File: src/hw/rtl/pff_pkg.sv
// shared constants, job descriptor and helper functions of the packet fragmenting framer
package pff_pkg;

    localparam int BUS_BUFFER_BYTES = 32;
    localparam int HEADER_BYTES     = 7;
    localparam logic [7:0] FRAG_PAYLOAD = 8'(BUS_BUFFER_BYTES - HEADER_BYTES);

    localparam int QUEUE_DEPTH = 4;
    localparam int QUEUE_AW    = $clog2(QUEUE_DEPTH);

    localparam logic OP_START = 1'b0;
    localparam logic OP_DATA  = 1'b1;

    localparam logic [1:0] FLAG_SINGLE = 2'd0;
    localparam logic [1:0] FLAG_FRAG   = 2'd1;
    localparam logic [1:0] FLAG_LAST   = 2'd3;

    // one queue entry: everything the back end needs to emit the bytes of one input
    typedef struct packed {
        logic        has_hdr;
        logic [6:0]  src_addr;
        logic [1:0]  flag;
        logic [7:0]  opcode;
        logic [7:0]  msg_id;
        logic [15:0] csum;
        logic [7:0]  frag_len;
        logic        has_data;
        logic [7:0]  data;
        logic [1:0]  pad_cnt;
        logic        pkt_end;
        logic [6:0]  dest;
    } t_job;

    function automatic logic [7:0] frag_size(input logic [7:0] left);
        frag_size = (left > FRAG_PAYLOAD) ? FRAG_PAYLOAD : left;
    endfunction

    // inverted 16-bit sum over the header fields
    function automatic logic [15:0] header_csum(input logic [6:0] src, input logic [1:0] flag,
                                                input logic [7:0] opc, input logic [7:0] id,
                                                input logic [7:0] len);
        logic [15:0] s;
        s = {1'b0, src, 8'h00} + {8'h00, opc} + {(8'(flag) + len), 8'h00} + {8'h00, id};
        header_csum = ~s;
    endfunction

endpackage

File: src/hw/rtl/packet_fragmenting_framer.sv
// top level of the packet fragmenting framer: front end, job queue and byte serializer
// Each accepted input beat is classified by the front end and, if it produces output,
// becomes one job in a four-entry queue; the back end then sends that job's bytes one
// per cycle, while the output is not stalled, through a registered output. A payload
// byte in the middle of a fragment costs one output byte, the first byte of a fragment
// costs eight (seven header bytes plus the byte), the last byte of a fragment adds up to
// three pad bytes, and an empty message costs eight; the back end's one-byte-per-cycle
// output port sets the sustained rate while not stalled: a full fragment of 25 payload
// beats gives 32 output bytes, while a one-byte message gives eight for its two input
// beats. Starts that open a message and stray payload bytes are absorbed with no output.
// The input stalls only while the queue is full. own_address is written through the
// config channel, which is always ready, and should only change while the block is idle.
module packet_fragmenting_framer (
    input  logic        i_clk,
    input  logic        i_rst_n,
    input  logic        i_cfg_valid,
    output logic        o_cfg_ready,
    input  logic [6:0]  i_cfg_data,
    input  logic        i_in_valid,
    output logic        o_in_stall,
    input  logic        i_op,
    input  logic [6:0]  i_dest_address,
    input  logic [7:0]  i_opcode,
    input  logic [7:0]  i_msg_length,
    input  logic [7:0]  i_data_byte,
    output logic        o_out_valid,
    input  logic        i_out_stall,
    output logic [7:0]  o_out_byte,
    output logic [6:0]  o_out_dest,
    output logic        o_packet_end,
    output logic        o_last
);

    logic          q_full;
    logic          accept;
    logic          push;
    logic          pop;
    logic          head_valid;
    pff_pkg::t_job job;
    pff_pkg::t_job head;

    assign o_in_stall = q_full;
    assign accept     = i_in_valid && !q_full;

    pff_front u_front (
        .i_clk          (i_clk),
        .i_rst_n        (i_rst_n),
        .i_cfg_valid    (i_cfg_valid),
        .o_cfg_ready    (o_cfg_ready),
        .i_cfg_data     (i_cfg_data),
        .i_accept       (accept),
        .i_op           (i_op),
        .i_dest_address (i_dest_address),
        .i_opcode       (i_opcode),
        .i_msg_length   (i_msg_length),
        .i_data_byte    (i_data_byte),
        .o_push         (push),
        .o_job          (job)
    );

    pff_queue u_queue (
        .i_clk        (i_clk),
        .i_rst_n      (i_rst_n),
        .i_push       (push),
        .i_job        (job),
        .o_full       (q_full),
        .i_pop        (pop),
        .o_head_valid (head_valid),
        .o_head       (head)
    );

    pff_back u_back (
        .i_clk        (i_clk),
        .i_rst_n      (i_rst_n),
        .i_head_valid (head_valid),
        .i_head       (head),
        .o_pop        (pop),
        .o_out_valid  (o_out_valid),
        .i_out_stall  (i_out_stall),
        .o_out_byte   (o_out_byte),
        .o_out_dest   (o_out_dest),
        .o_packet_end (o_packet_end),
        .o_last       (o_last)
    );

endmodule

File: src/hw/rtl/pff_front.sv
// front end: config register, message tracking and job classification
module pff_front (
    input  logic              i_clk,
    input  logic              i_rst_n,
    input  logic              i_cfg_valid,
    output logic              o_cfg_ready,
    input  logic [6:0]        i_cfg_data,
    input  logic              i_accept,
    input  logic              i_op,
    input  logic [6:0]        i_dest_address,
    input  logic [7:0]        i_opcode,
    input  logic [7:0]        i_msg_length,
    input  logic [7:0]        i_data_byte,
    output logic              o_push,
    output pff_pkg::t_job     o_job
);

    logic [6:0] r_own_addr;
    logic [7:0] r_msg_id,     n_msg_id;
    logic       r_active,     n_active;
    logic [7:0] r_held_opc,   n_held_opc;
    logic [6:0] r_held_dest,  n_held_dest;
    logic [7:0] r_left,       n_left;
    logic [7:0] r_fill,       n_fill;
    logic [7:0] r_frag_len,   n_frag_len;
    logic       r_multi,      n_multi;

    logic [7:0] fill_inc;
    logic [7:0] left_dec;
    pff_pkg::t_job job;

    assign o_cfg_ready = 1'b1;
    assign fill_inc    = r_fill + 8'd1;
    assign left_dec    = r_left - 8'd1;

    always_comb begin
        n_msg_id    = r_msg_id;
        n_active    = r_active;
        n_held_opc  = r_held_opc;
        n_held_dest = r_held_dest;
        n_left      = r_left;
        n_fill      = r_fill;
        n_frag_len  = r_frag_len;
        n_multi     = r_multi;
        o_push      = 1'b0;

        job          = '0;
        job.src_addr = r_own_addr;
        job.msg_id   = r_msg_id;

        if (i_accept) begin
            if (i_op == pff_pkg::OP_START) begin
                n_active = 1'b0;
                if (i_msg_length == 8'd0) begin
                    // empty message: header plus one pad byte
                    o_push       = 1'b1;
                    job.has_hdr  = 1'b1;
                    job.flag     = pff_pkg::FLAG_SINGLE;
                    job.opcode   = i_opcode;
                    job.frag_len = 8'd0;
                    job.pad_cnt  = 2'd1;
                    job.pkt_end  = 1'b1;
                    job.dest     = i_dest_address;
                    n_msg_id     = r_msg_id + 8'd1;
                end else begin
                    n_active    = 1'b1;
                    n_held_dest = i_dest_address;
                    n_held_opc  = i_opcode;
                    n_left      = i_msg_length;
                    n_fill      = 8'd0;
                    n_frag_len  = pff_pkg::frag_size(i_msg_length);
                    n_multi     = i_msg_length > pff_pkg::FRAG_PAYLOAD;
                end
            end else if (r_active) begin
                o_push       = 1'b1;
                job.has_hdr  = r_fill == 8'd0;
                job.opcode   = r_held_opc;
                job.frag_len = r_frag_len;
                job.dest     = r_held_dest;
                job.has_data = 1'b1;
                job.data     = i_data_byte;
                if (r_multi) begin
                    job.flag = (r_left <= pff_pkg::FRAG_PAYLOAD) ? pff_pkg::FLAG_LAST
                                                                 : pff_pkg::FLAG_FRAG;
                end else begin
                    job.flag = pff_pkg::FLAG_SINGLE;
                end
                n_fill = fill_inc;
                n_left = left_dec;
                if (fill_inc >= r_frag_len) begin
                    // fragment complete: pad header plus payload to a multiple of four
                    job.pkt_end = 1'b1;
                    job.pad_cnt = 2'd1 - r_frag_len[1:0];
                    n_fill      = 8'd0;
                    if (left_dec == 8'd0) begin
                        n_active   = 1'b0;
                        n_frag_len = 8'd0;
                        n_msg_id   = r_msg_id + 8'd1;
                    end else begin
                        n_frag_len = pff_pkg::frag_size(left_dec);
                    end
                end
            end
        end

        job.csum = pff_pkg::header_csum(job.src_addr, job.flag, job.opcode, job.msg_id,
                                        job.frag_len);
        o_job = job;
    end

    always_ff @(posedge i_clk) begin
        if (!i_rst_n) begin
            r_own_addr  <= 7'd0;
            r_msg_id    <= 8'd0;
            r_active    <= 1'b0;
            r_held_opc  <= 8'd0;
            r_held_dest <= 7'd0;
            r_left      <= 8'd0;
            r_fill      <= 8'd0;
            r_frag_len  <= 8'd0;
            r_multi     <= 1'b0;
        end else begin
            if (i_cfg_valid) begin
                r_own_addr <= i_cfg_data;
            end
            r_msg_id    <= n_msg_id;
            r_active    <= n_active;
            r_held_opc  <= n_held_opc;
            r_held_dest <= n_held_dest;
            r_left      <= n_left;
            r_fill      <= n_fill;
            r_frag_len  <= n_frag_len;
            r_multi     <= n_multi;
        end
    end

endmodule

File: src/hw/rtl/pff_queue.sv
// small job queue between the front and back ends
module pff_queue (
    input  logic              i_clk,
    input  logic              i_rst_n,
    input  logic              i_push,
    input  pff_pkg::t_job     i_job,
    output logic              o_full,
    input  logic              i_pop,
    output logic              o_head_valid,
    output pff_pkg::t_job     o_head
);

    localparam int CW = $clog2(pff_pkg::QUEUE_DEPTH + 1);

    pff_pkg::t_job r_mem [pff_pkg::QUEUE_DEPTH];
    logic [pff_pkg::QUEUE_AW-1:0] r_wr_ptr;
    logic [pff_pkg::QUEUE_AW-1:0] r_rd_ptr;
    logic [CW-1:0]                r_count;

    assign o_full       = r_count == CW'(pff_pkg::QUEUE_DEPTH);
    assign o_head_valid = r_count != '0;
    assign o_head       = r_mem[r_rd_ptr];

    always_ff @(posedge i_clk) begin
        if (i_push) begin
            r_mem[r_wr_ptr] <= i_job;
        end
    end

    always_ff @(posedge i_clk) begin
        if (!i_rst_n) begin
            r_wr_ptr <= '0;
            r_rd_ptr <= '0;
            r_count  <= '0;
        end else begin
            if (i_push) begin
                r_wr_ptr <= r_wr_ptr + 1'b1;
            end
            if (i_pop) begin
                r_rd_ptr <= r_rd_ptr + 1'b1;
            end
            r_count <= r_count + CW'(i_push) - CW'(i_pop);
        end
    end

    assert property (@(posedge i_clk) disable iff (!i_rst_n) i_push |-> !o_full)
        else $error("push into full queue");
    assert property (@(posedge i_clk) disable iff (!i_rst_n) i_pop |-> o_head_valid)
        else $error("pop from empty queue");
    assert property (@(posedge i_clk) disable iff (!i_rst_n)
        r_count <= CW'(pff_pkg::QUEUE_DEPTH))
        else $error("queue count out of range");

endmodule

File: src/hw/rtl/pff_back.sv
// back end: walks one job byte by byte into the output register
module pff_back (
    input  logic              i_clk,
    input  logic              i_rst_n,
    input  logic              i_head_valid,
    input  pff_pkg::t_job     i_head,
    output logic              o_pop,
    output logic              o_out_valid,
    input  logic              i_out_stall,
    output logic [7:0]        o_out_byte,
    output logic [6:0]        o_out_dest,
    output logic              o_packet_end,
    output logic              o_last
);

    typedef enum logic [3:0] {
        S_ADDR, S_FLAG, S_OPC, S_ID, S_CSH, S_CSL, S_LEN, S_DATA, S_PAD
    } t_step;

    t_step      r_step;
    logic       r_started;
    logic [1:0] r_pad_idx;
    logic       r_out_valid;
    logic [7:0] r_out_byte;
    logic [6:0] r_out_dest;
    logic       r_packet_end;
    logic       r_last;

    t_step      cur_step;
    t_step      n_step;
    logic [1:0] cur_pad;
    logic       load;
    logic       is_final;
    logic [7:0] byte_sel;

    assign load = i_head_valid && (!r_out_valid || !i_out_stall);

    always_comb begin
        if (r_started) begin
            cur_step = r_step;
            cur_pad  = r_pad_idx;
        end else begin
            cur_step = i_head.has_hdr ? S_ADDR : S_DATA;
            cur_pad  = 2'd0;
        end

        is_final = 1'b0;
        n_step   = cur_step;
        byte_sel = 8'h00;
        case (cur_step)
            S_ADDR: begin
                byte_sel = {1'b0, i_head.src_addr};
                n_step   = S_FLAG;
            end
            S_FLAG: begin
                byte_sel = {6'b0, i_head.flag};
                n_step   = S_OPC;
            end
            S_OPC: begin
                byte_sel = i_head.opcode;
                n_step   = S_ID;
            end
            S_ID: begin
                byte_sel = i_head.msg_id;
                n_step   = S_CSH;
            end
            S_CSH: begin
                byte_sel = i_head.csum[15:8];
                n_step   = S_CSL;
            end
            S_CSL: begin
                byte_sel = i_head.csum[7:0];
                n_step   = S_LEN;
            end
            S_LEN: begin
                byte_sel = i_head.frag_len;
                n_step   = i_head.has_data ? S_DATA : S_PAD;
                is_final = !i_head.has_data && i_head.pad_cnt == 2'd0;
            end
            S_DATA: begin
                byte_sel = i_head.data;
                n_step   = S_PAD;
                is_final = i_head.pad_cnt == 2'd0;
            end
            S_PAD: begin
                byte_sel = 8'h00;
                n_step   = S_PAD;
                is_final = cur_pad == i_head.pad_cnt - 2'd1;
            end
            default: begin
                byte_sel = 8'h00;
                n_step   = S_PAD;
                is_final = 1'b1;
            end
        endcase
    end

    assign o_pop = load && is_final;

    always_ff @(posedge i_clk) begin
        if (!i_rst_n) begin
            r_step      <= S_ADDR;
            r_started   <= 1'b0;
            r_pad_idx   <= 2'd0;
            r_out_valid <= 1'b0;
        end else begin
            if (load) begin
                r_out_valid <= 1'b1;
                if (is_final) begin
                    r_started <= 1'b0;
                    r_pad_idx <= 2'd0;
                end else begin
                    r_started <= 1'b1;
                    r_step    <= n_step;
                    r_pad_idx <= (cur_step == S_PAD) ? cur_pad + 2'd1 : 2'd0;
                end
            end else if (!i_out_stall) begin
                r_out_valid <= 1'b0;
            end
        end
    end

    always_ff @(posedge i_clk) begin
        if (load) begin
            r_out_byte   <= byte_sel;
            r_out_dest   <= i_head.dest;
            r_packet_end <= is_final && i_head.pkt_end;
            r_last       <= is_final;
        end
    end

    assign o_out_valid  = r_out_valid;
    assign o_out_byte   = r_out_byte;
    assign o_out_dest   = r_out_dest;
    assign o_packet_end = r_packet_end;
    assign o_last       = r_last;

    assert property (@(posedge i_clk) disable iff (!i_rst_n)
        load && cur_step == S_PAD |-> i_head.pad_cnt != 2'd0)
        else $error("pad beat for a job without padding");
    assert property (@(posedge i_clk) disable iff (!i_rst_n)
        load && cur_step == S_DATA |-> i_head.has_data)
        else $error("data beat for a job without data");
    assert property (@(posedge i_clk) disable iff (!i_rst_n)
        load && cur_step != S_DATA && cur_step != S_PAD |-> i_head.has_hdr)
        else $error("header beat for a job without header");
    assert property (@(posedge i_clk) disable iff (!i_rst_n)
        o_pop && i_head.pad_cnt != 2'd0 |-> i_head.pkt_end)
        else $error("padding on a job that does not close a packet");

endmodule

File: config.mk
export PLATFORM = sky130hd
export DESIGN_NAME = packet_fragmenting_framer
export DESIGN_NICKNAME = d
export VERILOG_FILES = /design/src/hw/rtl/pff_pkg.sv /design/src/hw/rtl/packet_fragmenting_framer.sv /design/src/hw/rtl/pff_front.sv /design/src/hw/rtl/pff_queue.sv /design/src/hw/rtl/pff_back.sv
export SDC_FILE = /design/constraint.sdc
export NUM_CORES = 1
export LEC_CHECK = 0
export BUFFER_PORTS_ARGS = -buffer_cell sky130_fd_sc_hd__buf_4
export CAP_MARGIN = 20
export CORE_MARGIN = 4
export CORE_UTILIZATION = 45
export DETAILED_ROUTE_END_ITERATION = 12
export SLEW_MARGIN = 20
export SYNTH_ARGS = -nofsm -noshare
export SYNTH_HDL_FRONTEND = slang
export SYNTH_SLANG_ARGS = --single-unit
File: constraint.sdc
create_clock -name i_clk -period 12.1 [get_ports i_clk]
set_clock_uncertainty 0.2 [all_clocks]
set_input_delay 0 -clock i_clk [delete_from_list [all_inputs] [get_ports i_clk]]
set_output_delay 0 -clock i_clk [all_outputs]
set_load 0.02 [all_outputs]
==> results.txt <==
- Area post-placement: 16,700 sq um
* Largest vdd supply drop: 0.0968 mV
- Inserted Clock Buffers: 39
- Counting tap cells, the placed design contains a total of 1,529 instances.
* Number of library cell types mapped by synthesis: 67
- Reported max-cap violation count: 0
* Synth Area per Inst: 15.0 sq um
* Unrepaired setup endpoints after global routing: no
- After filler insertion, the fill cell instance count of the layout stands at 2,869.
* Number of sinks on the clock net: 366
- The setup path with the least slack is of type register to register.
* ANT nets after route: 0
- Initial antenna violation count: 0
- Initial DRC Count: 775
- The final number of hold-violating endpoints was 0.
- DR WL/cell: 21.7 microns
- The share of the Yosys chip area taken by registers is 65.1%.
- DPL Wire Length: 22,800 microns
* Worst reg-to-reg setup slack: 7080 ps
- Area growth from synthesis to layout: 17.7%
- No sink is reached through more buffers than the 3 on the longest clock path.
- Measured along the x axis, the die boundary spans 195 microns.
- For this design the top-level I/O count stands at 64.
- The endpoint identified for the worst register-to-register timing path is u_queue.r_mem[1][42].
* Syn Inst Count: 1,052
- Vias in the first global route: 9,374
- The routed layout has 9,364 vias.
* Prevailing post-synth register cell: edfxtp_1
- Startpoint type of the worst setup path: register
- Count of state elements after synthesis: 366
* Syn Std Cell Area: 15,800 sq um
- Maximum cell stage delay along the critical path: 710 ps
- Layout cell share with drive strength beyond 1: 18.3%
- CTS built an H-tree with a depth of 2.
- For the final routed database, the setup TNS stands at 0 ps.
- TritonCTS built the clock tree.
* Inserted Diodes: 0
- Count of input and output buffers: 62
- Remaining Overflow, GRT: 0
* Design Area, Final: 18,600 sq um
- Most frequent cell on the critical path: a21oi_1
- The floorplan step defined a die boundary enclosing 38,100 sq um.
* Post-synth net total: 1,138
- Via density per instance: 5.64
- The largest individual stage delay along the critical path comes from the cell a311oi_1.
- In the final design database the tool counted 1,262 nets.
* Drt pass-1 iters: 6
* Worst hold path type: input port to register
- In the routed design, unresolved DRC markers number 0.
* Worst setup endpoint: u_queue.r_mem[1][42]
- Cell chain of the critical path: nor3b_1, nand2b_1, buf_4, nor2_2, buf_4, nand2_1, a311oi_1, ha_1, a21oi_1, nor2_1, xnor2_1, nor3_1, ha_1, a2111oi_0, a21oi_1, a21o_1, a21oi_1, xnor2_1
- The tree is rooted in a clkbuf_16.
- During synthesis, Yosys emitted a total of 0 warnings.
- In this run the vertical extent of the chip is 195 microns.
- Initial Util: 45.7%
- In this run the power density over the cells is 151 nW/um^2.
- The region available for standard cell placement spans 34,500 sq um.
- Yosys mapped a number of flops with a built-in enable equal to 293.
* Outcome: completed
* Depth of the worst register-to-register path: 18
* Utilization of the core after routing: 53.7%
* Final Critical Period: 5020 ps
* Count of final max-slew check failures: 0
- In this run the worst path has a maximum fanout of 33.
- The initialized floorplan defines 68 standard-cell rows.
- Portion of the clock cycle consumed by the worst path in the final layout: 41.5%
- Routability cong.: 0.846
* Synth async-reset ratio: 0%
- Critical path startpoint: u_queue.r_count[1]
- Final WL: 35,900 microns
* Post-CTS setup repair buffer count: 0
- Slew Limit Headroom: 31.7%
- In the global route stage, overall resource usage came out at 18.7%.
- Data on the critical path is required at its endpoint by 12,200 ps.
- Category of the worst setup path capture point: register
- Worst-skew pair later-pin latency: 520 ps
* Slew at the pin closest to its max-slew limit: 1020 ps
- Data arrival time of the worst path: 5120 ps
* Final Non-Filler Cells: 1,660
- The design draws 2810 uW.
- The first global-routing pass estimated 55,200 microns of wire.
- FMAX: 0.199 GHz
* Final-report setup violation count: 0
- Clock-pin transition on the worst setup and hold timing paths: 60 ps
- Source of the worst register-to-register timing path: u_queue.r_count[1]
- Entering global routing, the biggest net connects 53 pins.
* Leakage power: 0.00652 uW
==> per-layer routing <==
metal	routed length, microns	vias to the layer above	track usage (%)
li1	-	4345	-
met1	16200	4699	26.4
met2	16900	258	29.8
met3	2010	62	3.76
met4	901	0	5.15
met5	0	-	0
==> through the flow <==
| step | setup slack (ps) | hold WS (ps) |
|---|---|---|
| global placement | 7020 | 40.0 |
| CTS | 6950 | 48.4 |
| floorplan | 7750 | -52.8 |
| global route | 6520 | 94.8 |
| detailed placement | 6950 | 47.4 |
| finish | 7080 | 69.9 |
==> power breakdown <==
part           internal (uW)  switching [uW]
logic                    105             139
clock network            682             472
registers               1380            27.3
total                   2170             639
==> cell usage in the layout (no fill, tap or decap), types with 12 or more instances in the layout <==
master,instances
dlygate4sd3_1,61
mux2i_1,26
edfxtp_1,293
mux4_2,69
nor3_1,25
o211ai_1,13
a21oi_1,53
o31ai_1,12
dfxtp_1,71
and2_1,17
nand2_1,50
nor2_1,71
buf_4,75
a22oi_1,26
clkbuf_1,13
nand3_1,14
clkbuf_16,39
inv_1,31
o21ai_0,13
xnor2_1,17
a22o_1,16
xor2_1,19
ha_1,39
==> synth_stat cells, types with 3 or more instances <==
master,n,area share [%]
and3_1,8,0.32
nor4b_1,4,0.22
nor3b_1,7,0.33
a21o_1,7,0.33
o211ai_1,13,0.62
xnor2_1,17,0.94
dfxtp_1,73,9.3
a31oi_1,3,0.12
nand3_1,14,0.44
clkbuf_1,37,0.88
buf_2,11,0.35
fa_1,3,0.38
a21oi_1,53,1.7
and2_1,21,0.83
nor3_1,26,0.83
or4_1,6,0.29
nand2b_1,9,0.36
o21a_1,5,0.24
nand2_1,50,1.2
o21ai_0,13,0.41
inv_1,31,0.74
buf_1,3,0.071
xor2_1,19,1.1
edfxtp_1,293,56
o21ai_1,3,0.095
mux2i_1,26,1.7
a22o_1,16,0.89
nand4_1,4,0.16
ha_1,39,3.1
o31ai_1,12,0.57
nor2b_1,6,0.24
mux4_2,69,9.9
a311oi_1,3,0.17
nor2_1,72,1.7
o21bai_1,6,0.29
a22oi_1,26,1.2
a211oi_1,4,0.19
==> timing repair <==
| item | CTS | global route |
|---|---|---|
| resized for setup | 0 | 0 |
| hold endpoints to repair | 170 | 0 |
| endpoints found under the setup margin | 0 | 0 |
| hold buffers | 61 | 0 |
==> cell type report <==
| class | count | area (sq um) | area share (%) |
|---|---|---|---|
| Timing Repair Buffer | 136 | 1170 | 6.32 |
| Clock buffer | 55 | 1070 | 5.74 |
| Tap cell | 455 | 569 | 3.07 |
| Inverter | 32 | 120 | 0.647 |
| Sequential cell | 366 | 10300 | 55.3 |
| Multi-Input combinational cell | 601 | 5200 | 28.0 |
| Clock inverter | 15 | 165 | 0.890 |
==> flip-flops by register name (all words and copies together) (netlist names), 2 cells and up, named ones only <==
signal               cells
u_front.r_fill           8
u_front.r_left           8
u_front.r_frag_len       8
u_front.r_held_dest      7
u_queue.r_count          3
u_back.r_step            4
u_front.r_msg_id         8
u_queue.r_rd_ptr         2
u_queue.r_mem          276
u_front.r_own_addr       7
u_queue.r_wr_ptr         2
u_front.r_held_opc       8
u_back.o_out_byte        8
u_back.r_pad_idx         2
u_back.o_out_dest        7
==> critical path: cells and delay by family (launching register included) <==
family	cells	cell delay, ps
XOR/XNOR	2	350
adder cells (fa/ha/maj)	2	630
AND/OR/NAND/NOR	6	670
flip-flops	1	410
AO/OA/AOI/OAI	6	1900
buffers and inverters	2	640
==> how the worst min path moves through the flow <==
stage / from / end / slack (ps) / cells past startpoint
after floorplan: i_dest_address[0] / u_front.r_held_dest[0] / -50 / 2
after global placement: i_cfg_data[3] / u_front.r_own_addr[3] / 40 / 3
after detailed placement: i_cfg_data[5] / u_front.r_own_addr[5] / 50 / 3
after CTS: i_dest_address[5] / u_front.r_held_dest[5] / 50 / 4
after global routing: i_dest_address[6] / u_front.r_held_dest[6] / 90 / 4
final: i_opcode[2] / u_front.r_held_opc[2] / 70 / 4
==> logic make-up (layout without fill, tap and decap cells) <==
family          after synthesis  count (layout)  synth area share [%]
flops                       366             366                  65.1
simple gates                241             241                  7.68
compound gates              186             186                  8.08
mux                          95              95                  11.5
buf+inv                      85             238                  2.18
fa+ha+maj                    42              42                  3.47
xor+xnor                     36              36                  2.00
other cells                   1               1                0.0238
(Power assumes the default switching activity.)
